$ cat src/rtl/chi_square_histogram_distance_core_assert.svh
// Assertion macros shared by the RTL modules.
// Each use names a label, a clock, a reset, an antecedent, a consequent and a message.
`ifndef CHI_SQUARE_HISTOGRAM_DISTANCE_CORE_ASSERT_SVH
`define CHI_SQUARE_HISTOGRAM_DISTANCE_CORE_ASSERT_SVH

// Same-cycle implication.
`define CHSQ_ASSERT_IMPL(label, clk, rst_n, ante, cons, msg) \
    label: assert property (@(posedge clk) disable iff (!rst_n) (ante) |-> (cons)) \
        else $error(msg);

// Next-cycle implication.
`define CHSQ_ASSERT_NEXT(label, clk, rst_n, ante, cons, msg) \
    label: assert property (@(posedge clk) disable iff (!rst_n) (ante) |=> (cons)) \
        else $error(msg);

`endif

$ cat src/rtl/chsq_pkg.sv
package chsq_pkg;

    localparam int BIN_W     = 32;
    localparam int DEN_W     = BIN_W + 1;
    localparam int DIST_W    = 48;
    localparam int DIV_STEPS = BIN_W;
    localparam int CNT_W     = $clog2(DIV_STEPS);

    localparam logic [DIST_W-1:0] TOTAL_MAX = {DIST_W{1'b1}};

    typedef enum logic [2:0] {
        S_IDLE,
        S_PREP,
        S_SQUARE,
        S_DIV,
        S_ACC
    } t_state;

    // controller -> datapath
    typedef struct packed {
        logic load;
        logic prep;
        logic square;
        logic div_step;
        logic acc;
    } t_cmd;

    // datapath -> controller
    typedef struct packed {
        logic last;
        logic out_free;
    } t_status;

endpackage

$ cat src/rtl/chsq_ctrl.sv
`include "chi_square_histogram_distance_core_assert.svh"

module chsq_ctrl
    import chsq_pkg::*;
(
    input  logic    i_clk,
    input  logic    i_rst_n,
    input  logic    i_in_valid,
    output logic    o_in_stall,
    input  t_status i_status,
    output t_cmd    o_cmd
);

    t_state           r_state, n_state;
    logic [CNT_W-1:0] r_cnt, n_cnt;

    always_ff @(posedge i_clk) begin
        if (!i_rst_n) begin
            r_state <= S_IDLE;
            r_cnt   <= '0;
        end else begin
            r_state <= n_state;
            r_cnt   <= n_cnt;
        end
    end

    always_comb begin
        n_state    = r_state;
        n_cnt      = r_cnt;
        o_cmd      = '0;
        o_in_stall = 1'b1;
        case (r_state)
            S_IDLE: begin
                o_in_stall = 1'b0;
                if (i_in_valid) begin
                    o_cmd.load = 1'b1;
                    n_state    = S_PREP;
                end
            end
            S_PREP: begin
                o_cmd.prep = 1'b1;
                n_state    = S_SQUARE;
            end
            S_SQUARE: begin
                o_cmd.square = 1'b1;
                n_cnt        = '0;
                n_state      = S_DIV;
            end
            S_DIV: begin
                o_cmd.div_step = 1'b1;
                n_cnt          = r_cnt + 1'b1;
                if (r_cnt == CNT_W'(DIV_STEPS - 1)) begin
                    n_state = S_ACC;
                end
            end
            S_ACC: begin
                // a last word needs room in the output register
                if (!i_status.last || i_status.out_free) begin
                    o_cmd.acc = 1'b1;
                    n_state   = S_IDLE;
                end
            end
            default: begin
                n_state = S_IDLE;
            end
        endcase
    end

    `CHSQ_ASSERT_IMPL(a_cmd_onehot, i_clk, i_rst_n, 1'b1, $onehot0(o_cmd), "cmd not onehot0")
    `CHSQ_ASSERT_NEXT(a_div_to_acc, i_clk, i_rst_n,
        r_state == S_DIV && r_cnt == CNT_W'(DIV_STEPS - 1), r_state == S_ACC,
        "divide did not end in accumulate")
    `CHSQ_ASSERT_NEXT(a_load_to_prep, i_clk, i_rst_n, o_cmd.load,
        r_state == S_PREP && o_in_stall, "accepted word did not start work")

endmodule

$ cat src/rtl/chsq_datapath.sv
`include "chi_square_histogram_distance_core_assert.svh"

module chsq_datapath
    import chsq_pkg::*;
(
    input  logic              i_clk,
    input  logic              i_rst_n,
    input  t_cmd              i_cmd,
    output t_status           o_status,
    input  logic [BIN_W-1:0]  i_bin_first,
    input  logic [BIN_W-1:0]  i_bin_second,
    input  logic              i_last_bin,
    output logic              o_out_valid,
    input  logic              i_out_stall,
    output logic [DIST_W-1:0] o_distance,
    output logic              o_saturated
);

    logic [BIN_W-1:0]  r_a, r_b;
    logic              r_last;
    logic [BIN_W-1:0]  r_diff;
    logic [DEN_W-1:0]  r_den;
    logic [DEN_W-1:0]  r_rem;
    logic [BIN_W-1:0]  r_quo;
    logic [DIST_W-1:0] r_total;
    logic              r_sat;
    logic              r_out_valid;
    logic [DIST_W-1:0] r_distance;
    logic              r_saturated;

    logic [2*BIN_W-1:0] square;
    logic [DEN_W:0]     rem_sh;
    logic               rem_ge;
    logic [DEN_W:0]     rem_sub;
    logic [BIN_W-1:0]   quotient;
    logic [DIST_W:0]    sum;
    logic [DIST_W-1:0]  n_total;
    logic               n_sat;
    logic               out_free;

    assign square  = r_diff * r_diff;
    // restoring step: shift next dividend bit in from the low half
    assign rem_sh  = {r_rem, r_quo[BIN_W-1]};
    assign rem_ge  = rem_sh >= {1'b0, r_den};
    assign rem_sub = rem_sh - {1'b0, r_den};

    // an all-zero pair would read as all ones from the divider
    assign quotient = (r_den == '0) ? '0 : r_quo;
    assign sum      = {1'b0, r_total} + {{(DIST_W - BIN_W + 1){1'b0}}, quotient};
    assign n_total  = (sum > {1'b0, TOTAL_MAX}) ? TOTAL_MAX : sum[DIST_W-1:0];
    assign n_sat    = r_sat || (n_total == TOTAL_MAX);
    assign out_free = !r_out_valid || !i_out_stall;

    assign o_status.last     = r_last;
    assign o_status.out_free = out_free;

    always_ff @(posedge i_clk) begin
        if (i_cmd.load) begin
            r_a    <= i_bin_first;
            r_b    <= i_bin_second;
            r_last <= i_last_bin;
        end
        if (i_cmd.prep) begin
            r_diff <= (r_a >= r_b) ? (r_a - r_b) : (r_b - r_a);
            r_den  <= {1'b0, r_a} + {1'b0, r_b};
        end
        if (i_cmd.square) begin
            // quotient fits in BIN_W bits, so the high half is already below the divisor
            r_rem <= {1'b0, square[2*BIN_W-1:BIN_W]};
            r_quo <= square[BIN_W-1:0];
        end else if (i_cmd.div_step) begin
            r_rem <= rem_ge ? rem_sub[DEN_W-1:0] : rem_sh[DEN_W-1:0];
            r_quo <= {r_quo[BIN_W-2:0], rem_ge};
        end
        if (i_cmd.acc && r_last) begin
            r_distance  <= n_total;
            r_saturated <= n_sat;
        end
    end

    always_ff @(posedge i_clk) begin
        if (!i_rst_n) begin
            r_total     <= '0;
            r_sat       <= 1'b0;
            r_out_valid <= 1'b0;
        end else begin
            if (i_cmd.acc) begin
                r_total <= r_last ? '0 : n_total;
                r_sat   <= r_last ? 1'b0 : n_sat;
            end
            if (i_cmd.acc && r_last) begin
                r_out_valid <= 1'b1;
            end else if (!i_out_stall) begin
                r_out_valid <= 1'b0;
            end
        end
    end

    assign o_out_valid = r_out_valid;
    assign o_distance  = r_distance;
    assign o_saturated = r_saturated;

    `CHSQ_ASSERT_IMPL(a_rem_below_den, i_clk, i_rst_n, i_cmd.div_step && r_den != '0,
        r_rem < r_den, "divider remainder not below divisor")
    `CHSQ_ASSERT_NEXT(a_emit_clears, i_clk, i_rst_n, i_cmd.acc && r_last,
        r_out_valid && r_total == '0 && !r_sat, "last word did not emit and clear")
    `CHSQ_ASSERT_IMPL(a_acc_room, i_clk, i_rst_n, i_cmd.acc && r_last,
        out_free, "result overwrote a pending word")

endmodule

$ cat src/rtl/chi_square_histogram_distance_core.sv
// Chi-square histogram distance. Feed matching bins of two histograms
// (unsigned Q16.16) one pair per word, with i_last_bin set on the final
// pair; that pair returns one word with the distance (unsigned Q32.16,
// sticking at all ones) and a flag that is set if the total reached its
// maximum. Each pair adds (a-b)^2/(a+b), truncated; a pair of zeros adds
// nothing. The core works on one pair at a time, from its acceptance to the
// next acceptance: the accepting cycle, difference and sum, one 32x32 square,
// a one-bit-per-cycle restoring divider, one accumulate. A last pair waits in
// the accumulate step until the output register has room for its word. A new
// pair is taken while a finished result is still held.
module chi_square_histogram_distance_core
    import chsq_pkg::*;
(
    input  logic              i_clk,
    input  logic              i_rst_n,
    input  logic              i_in_valid,
    output logic              o_in_stall,
    input  logic [BIN_W-1:0]  i_bin_first,
    input  logic [BIN_W-1:0]  i_bin_second,
    input  logic              i_last_bin,
    output logic              o_out_valid,
    input  logic              i_out_stall,
    output logic [DIST_W-1:0] o_distance,
    output logic              o_saturated
);

    t_cmd    cmd;
    t_status status;

    chsq_ctrl u_ctrl (
        .i_clk      (i_clk),
        .i_rst_n    (i_rst_n),
        .i_in_valid (i_in_valid),
        .o_in_stall (o_in_stall),
        .i_status   (status),
        .o_cmd      (cmd)
    );

    chsq_datapath u_datapath (
        .i_clk        (i_clk),
        .i_rst_n      (i_rst_n),
        .i_cmd        (cmd),
        .o_status     (status),
        .i_bin_first  (i_bin_first),
        .i_bin_second (i_bin_second),
        .i_last_bin   (i_last_bin),
        .o_out_valid  (o_out_valid),
        .i_out_stall  (i_out_stall),
        .o_distance   (o_distance),
        .o_saturated  (o_saturated)
    );

endmodule

$ cat config.mk
export PLATFORM = sky130hd
export DESIGN_NAME = chi_square_histogram_distance_core
export DESIGN_NICKNAME = d
export VERILOG_FILES = /design/src/rtl/chsq_pkg.sv /design/src/rtl/chsq_ctrl.sv /design/src/rtl/chsq_datapath.sv /design/src/rtl/chi_square_histogram_distance_core.sv
export VERILOG_INCLUDE_DIRS = /design/src /design/src/rtl
export SDC_FILE = /design/constraint.sdc
export NUM_CORES = 2
export LEC_CHECK = 0
export BUFFER_PORTS_ARGS = -buffer_cell sky130_fd_sc_hd__buf_2
export CAP_MARGIN = 10
export CORE_MARGIN = 3
export CORE_UTILIZATION = 38
export CTS_CLUSTER_SIZE = 24
export DETAILED_ROUTE_END_ITERATION = 10
export RECOVER_POWER = 50
export SYNTH_ARGS = -nofsm -noshare
export SYNTH_HDL_FRONTEND = slang
export SYNTH_SLANG_ARGS = --single-unit
$ cat constraint.sdc
create_clock -name i_clk -period 8.93 [get_ports i_clk]
set_input_delay 1.786 -clock i_clk [delete_from_list [all_inputs] [get_ports i_clk]]
set_output_delay 1.786 -clock i_clk [all_outputs]
set_load 0.01 [all_outputs]
Yosys cells after proc, flatten, opt, wreduce, memory -nomap -nowiden
Index checks and enable logic that the tools add are counted.

operators by class
  equality and inequality tests = 10
  mux-type cells = 25
  $add $sub $neg = 6
  multiply operators = 1
  reduce and logical (&&, ||, !) cells = 12
  $lt $le $gt $ge = 3

operators by type and width
  operator                                                         count
  2-to-1 mux 32 bit                                                6
  2-to-1 mux 48 bit                                                2
  multiplier 32 x 32 -> 64 bit                                     1
  subtractor 32 bit                                                2
  adder 48 x 32 -> 49 bit                                          1
  greater-than comparator 49 x 48 -> 1 bit, second input constant  1
  == test 48 bit, second input constant                            1
  greater-or-equal comparator 34 x 33 -> 1 bit                     1
  adder 32 x 32 -> 33 bit                                          1
  zero test 33 bit                                                 1
  2-to-1 mux 33 bit                                                1
  subtractor 33 bit                                                1
  greater-or-equal comparator 32 bit                               1
  case mux 3 bit (5 select lines)                                  1
  2-to-1 mux 1 bit                                                 11
  case mux 5 bit (2 select lines)                                  1
  2-to-1 mux 3 bit                                                 3
  == test 3 x 2 -> 1 bit, second input constant                    2
  inequality test 2 x 1 -> 1 bit, second input constant            3
  adder 5 x 1 -> 5 bit, second input constant                      1
  == test 5 bit, second input constant                             1
  nonzero test 2 bit                                               2
  == test 3 x 1 -> 1 bit, second input constant                    1
  == test 3 bit, second input constant                             1
  other kinds (6)                                                  10

storage, ports and cells
  input port bits = 69
  register bits = 302
  output and inout port bits = 51

Depth between registers and ports, before layout
  depth after elaboration = 8
  mapped depth = 31

Cells and area by module
Synthesis repeated with hierarchy kept, for this count alone.

second synthesis, totals
  cells, all modules = 5263
  area total of the unflattened synthesis = 49403.6 um^2

modules (own cells, without submodules)
  module         area each (um^2)  instances  cells an instance
  chsq_datapath  48983.2           1          5212
  chsq_ctrl      420.4             1          51

Least setup slack after synthesis
OpenSTA, ideal clock, no wires.

  kind = reg2reg
  start point = register u_datapath.r_diff[4]
  end point = register u_datapath.r_rem[31], data pin
  buffers on the path = 3
  cell stages (with the launch flop) = 29
  arrival = 7.610 ns
  path slack = 1.049 ns
  cells stage by stage = edfxtp_1 clkbuf_1 clkbuf_1 nand2_1 fa_1 inv_1 fa_1 inv_1 fa_1 fa_1 inv_1 fa_1 inv_1 fa_1 inv_1 fa_1 inv_1 fa_1 inv_1 ha_1 clkbuf_1 nand4_1 a2111oi_4 o2111ai_1 a311oi_2 a31oi_1 o41ai_2 xnor2_1 a22oi_1

on the way
  longest elaborated chain between the ends = 2

RTL lines
  item                          RTL line             text
  from (decl)                   chsq_datapath.sv:21  logic [BIN_W-1:0] r_diff;
  from (signal assigned)        chsq_datapath.sv:64  r_diff <= (r_a >= r_b) ? (r_a - r_b) : (r_b - r_a);
  multiplier 32 x 32 -> 64 bit  chsq_datapath.sv:41  assign square = r_diff * r_diff;
  2-to-1 mux 32 bit             chsq_datapath.sv:67  if (i_cmd.square) begin
  to (signal assigned)          chsq_datapath.sv:69  r_rem <= {1'b0, square[2*BIN_W-1:BIN_W]};
  to (signal assigned)          chsq_datapath.sv:72  r_rem <= rem_ge ? rem_sub[DEN_W-1:0] : rem_sh[DEN_W-1:0];
  to (decl)                     chsq_datapath.sv:23  logic [DEN_W-1:0] r_rem;

No other way between the ends.
A chain may end at the register's enable or synchronous reset.

Worst setup path in the final report
  start point = register u_datapath.r_diff[3]
  end point = register u_datapath.r_rem[9], data pin

The elaborated chain is that of the path after synthesis.

==> results.yml <==
synth:
  synth_top_area_share_pct: 32.81
  synth-compound-area-share_pct: 11.65
  synth-xor-area-share_pct: 3.007
  avgSynthCellArea_sq_um: 9.166
  ys_warn_count: 0
  synth_cell_types: 95
  synth_flop_cell: "edfxtp_1"
  synthesis.nets: 6787
  synth-seq-area-share_pct: 16.86
  yosys.area_share.adder_pct: 43.57
  synth_cells: 5466
  synthSimpleGateAreaFrac_pct: 13.20
  synth-edff-count: 242
  synth_top_family_by_area: "adder cells"
  ys_ff_latch: 301
  synth_top_area_cell: "fa_1"
  muxShareOfSynthArea_pct: 0.7492
  synth_area_leaders: "fa_1, edfxtp_1, ha_1"
  async_flop_share_pct: 0
  syn_area_sq_um: 50100
route:
  finalWirelength_um: 139100
  dr.pass1.iters: 6
  ant_nets: 0
  post-route-drc-count: 0
  vias: 37733
  drtIter0Drc: 2910
  wl_per_cell_um: 19.16
  vias_per_cell: 5.199
global_routing:
  grt_pass1_wl_um: 220900
  antenna_found_initial: 1
  gr-total-overflow: 0
  grt_usage_pct: 20.51
  grt_max_degree: 78
  first_global_vias: 39239
worst_hold_path:
  hp-start: "u_ctrl.r_cnt[4]$_SDFFE_PN0P_"
  worstHoldPathCells: 2
  holdPathEnd: "u_ctrl.r_cnt[4]$_SDFFE_PN0P_"
  hold_class: "reg -> reg"
sta:
  clock_skew_ns: 0.02717
  finalCritPeriodShare_pct: 96.21
  tightest_slew_ns: 4.263
  slew_headroom_pct: -184.2
  hold_violations: 0
  finalSetupViolations: 0
  period_needed_ns: 8.591
  setup_tns_ns: 0
  fmax_mhz: 116.4
  grt_setup_unrepaired: "false"
  final_max_slew_viol_count: 260
die:
  core_sq_um: 130100
  dieArea_sq_um: 136200
  boundaryPins: 120
  floorplan.initialDensity_pct: 38.50
  fp.dieH_um: 369.1
  row_count: 132
  die_w_um: 369.1
critical_path:
  slowest_stage: "o21ai_0"
  setup.worst_path.class: "reg -> reg"
  required_ns: 9.21
  worst-path-stages: 26
  crit_path_max_fanout: 17
  cp_common_cell: "fa_1"
  path_delay_family: "adder cells"
  reg2reg_to: "u_datapath.r_rem[9]$_DFFE_PP_"
  cp.arrival_ns: 8.87
  rr_startpoint: "u_datapath.r_diff[3]$_DFFE_PP_"
  path_buf_inv: 8
  slowest_delay_ns: 0.68
  critical_path.startpoint_type: "register"
  reg2reg_depth: 26
  r2r_slack_ns: 0.34
  end_kind: "register"
clocking:
  cts_buffers: 35
  clk-insertion-delay-late_ns: 0.56
  cts_max_level: 2
  cts_root_buffer: "clkbuf_16"
  clock-sinks: 301
  clock_path_buffers: 3
  cts_tree: "built"
  holdBufCountCts: 0
  clkTransAtPathRegs_ns: 0.07
placement:
  placed_cells: 7184
  gp_congestion: 0.9212
  hpwlAfterDp_um: 114100
  placed_cell_area_sq_um: 52700
  numPortBuffers: 119
finish:
  layout.cells.non_filler: 7258
  final_nets: 6811
  area_delta_synth_final_pct: 7.705
  final_core_util_pct: 41.46
  fin_area_sq_um: 53960
  drive_above_1_share_pct: 5.513
run_status:
  status: "finished with violations"
  violations: "capacitance limit, slew limit"
run:
  drv_cap: 4
-- synthesized netlist by cell type (all sizes together), types with 7 or more instances --
| library cell | n |
|---|---|
| fa | 821 |
| nand2b | 32 |
| a211oi | 37 |
| mux2i | 27 |
| buf | 47 |
| o2111ai | 8 |
| edfxtp | 242 |
| a21o | 86 |
| nor3 | 58 |
| o211ai | 29 |
| and2 | 213 |
| nor2 | 257 |
| or3 | 16 |
| a221oi | 15 |
| o31a | 7 |
| a211o | 11 |
| nand2 | 515 |
| dfxtp | 59 |
| and3 | 31 |
| nand3 | 65 |
| a31oi | 35 |
| o21ai | 165 |
| ha | 431 |
| nor2b | 51 |
| a2111oi | 7 |
| o21bai | 49 |
| or2 | 13 |
| a21boi | 16 |
| nand4 | 55 |
| a22oi | 51 |
| o21a | 27 |
| o311ai | 7 |
| o211a | 7 |
| inv | 1220 |
| a21oi | 258 |
| and4 | 10 |
| a311oi | 7 |
| mux2 | 9 |
| nor4 | 25 |
| xor2 | 68 |
| clkbuf | 175 |
| xnor2 | 104 |
| o31ai | 17 |
-- layer usage --
layer / up-vias / wire length, um / part of all wire, % / GRT usage [%]
met3: 183 / 7229 / 5.2 / 2.166
met1: 19022 / 60740 / 44 / 28.13
met2: 1059 / 66420 / 48 / 34.24
met4: 0 / 4713 / 3.4 / 6.130
met5: - / 0 / 0 / 0
li1: 17469 / - / - / -
-- worst max path at each step --
stage	startpoint	endpoint
after floorplan	u_datapath.r_diff[4]$_DFFE_PP_	u_datapath.r_rem[31]$_DFFE_PP_
after global placement	u_datapath.r_diff[7]$_DFFE_PP_	u_datapath.r_rem[11]$_DFFE_PP_
after detailed placement	u_datapath.r_diff[14]$_DFFE_PP_	u_datapath.r_rem[31]$_DFFE_PP_
after CTS	u_datapath.r_diff[14]$_DFFE_PP_	u_datapath.r_rem[31]$_DFFE_PP_
after global routing	u_datapath.r_diff[13]$_DFFE_PP_	u_datapath.r_rem[28]$_DFFE_PP_
final	u_datapath.r_diff[3]$_DFFE_PP_	u_datapath.r_rem[9]$_DFFE_PP_
-- state kept, by name, summed over array words and instances, names as in the netlist --
register                count
u_ctrl.r_cnt                5
u_ctrl.r_state              3
u_datapath.o_distance      48
u_datapath.o_out_valid      1
u_datapath.o_saturated      1
u_datapath.r_a             32
u_datapath.r_b             32
u_datapath.r_den           33
u_datapath.r_diff          31
u_datapath.r_last           1
u_datapath.r_quo           32
u_datapath.r_rem           33
u_datapath.r_sat            1
u_datapath.r_total         48
-- placed cells by master, fill, tap and decap left out, types with 23 or more instances in the layout --
cell type	synthesis	layout
inv_1	1219	1218
fa_1	821	821
nand2_1	515	515
ha_1	431	431
a21oi_1	255	255
nor2_1	256	253
edfxtp_1	242	242
and2_1	213	211
o21ai_0	148	148
xnor2_1	104	104
buf_2	28	104
a21o_1	86	86
buf_4	6	77
xor2_1	68	68
nand3_1	65	64
dfxtp_1	59	59
nor3_1	58	55
nand4_1	54	54
nor2b_1	51	51
a22oi_1	51	51
o21bai_1	48	48
a211oi_1	36	36
a31oi_1	35	35
clkbuf_16	0	35
and3_1	31	31
nand2b_1	32	31
o211ai_1	27	27
o21a_1	27	27
mux2i_1	26	26
nor4_1	24	23
clkbuf_1	175	23
-- cell families after synthesis --
family / after synthesis
compound gates: 888
xor+xnor: 172
fa+ha+maj: 1252
buf+inv: 1445
flops: 301
mux: 36
simple gates: 1372
-- worst min-delay path, cell delays in order (launching register included) --
cell	delay, ns
dfxtp_1	0.31
nand2_1	0.05
a21oi_1	0.05
-- through the flow --
step | hold slack [ns] | worst slack, ns
finish | 0.4700 | 0.3388
global route | 0.4964 | 0.04303
CTS | 0.4727 | 0.1850
detailed placement | 0.4629 | 0.1969
global placement | 0.4418 | 0.2681
floorplan | 0.4362 | 1.049
-- final cells by class --
| type | count | area [sq um] |
|---|---|---|
| clock buffer | 40 | 904.6 |
| antenna | 2 | 5.005 |
| tap | 1742 | 2180 |
| fill | 13129 | 76190 |
| clock inverter | 21 | 265.3 |
| sequential | 301 | 8448 |
| multi-input combinational | 3720 | 36220 |
| timing repair buffer | 209 | 1341 |
| inverter | 1223 | 4591 |
-- repair_timing --
item,4_1_cts,5_1_grt
hold endpoints to repair,0,0
buffers inserted,0,11
gates resized for setup,0,6
setup endpoints to repair,0,12
Power is not shown: default switching activity piles up to over one toggle a cycle in this logic, so the estimate is an artifact.
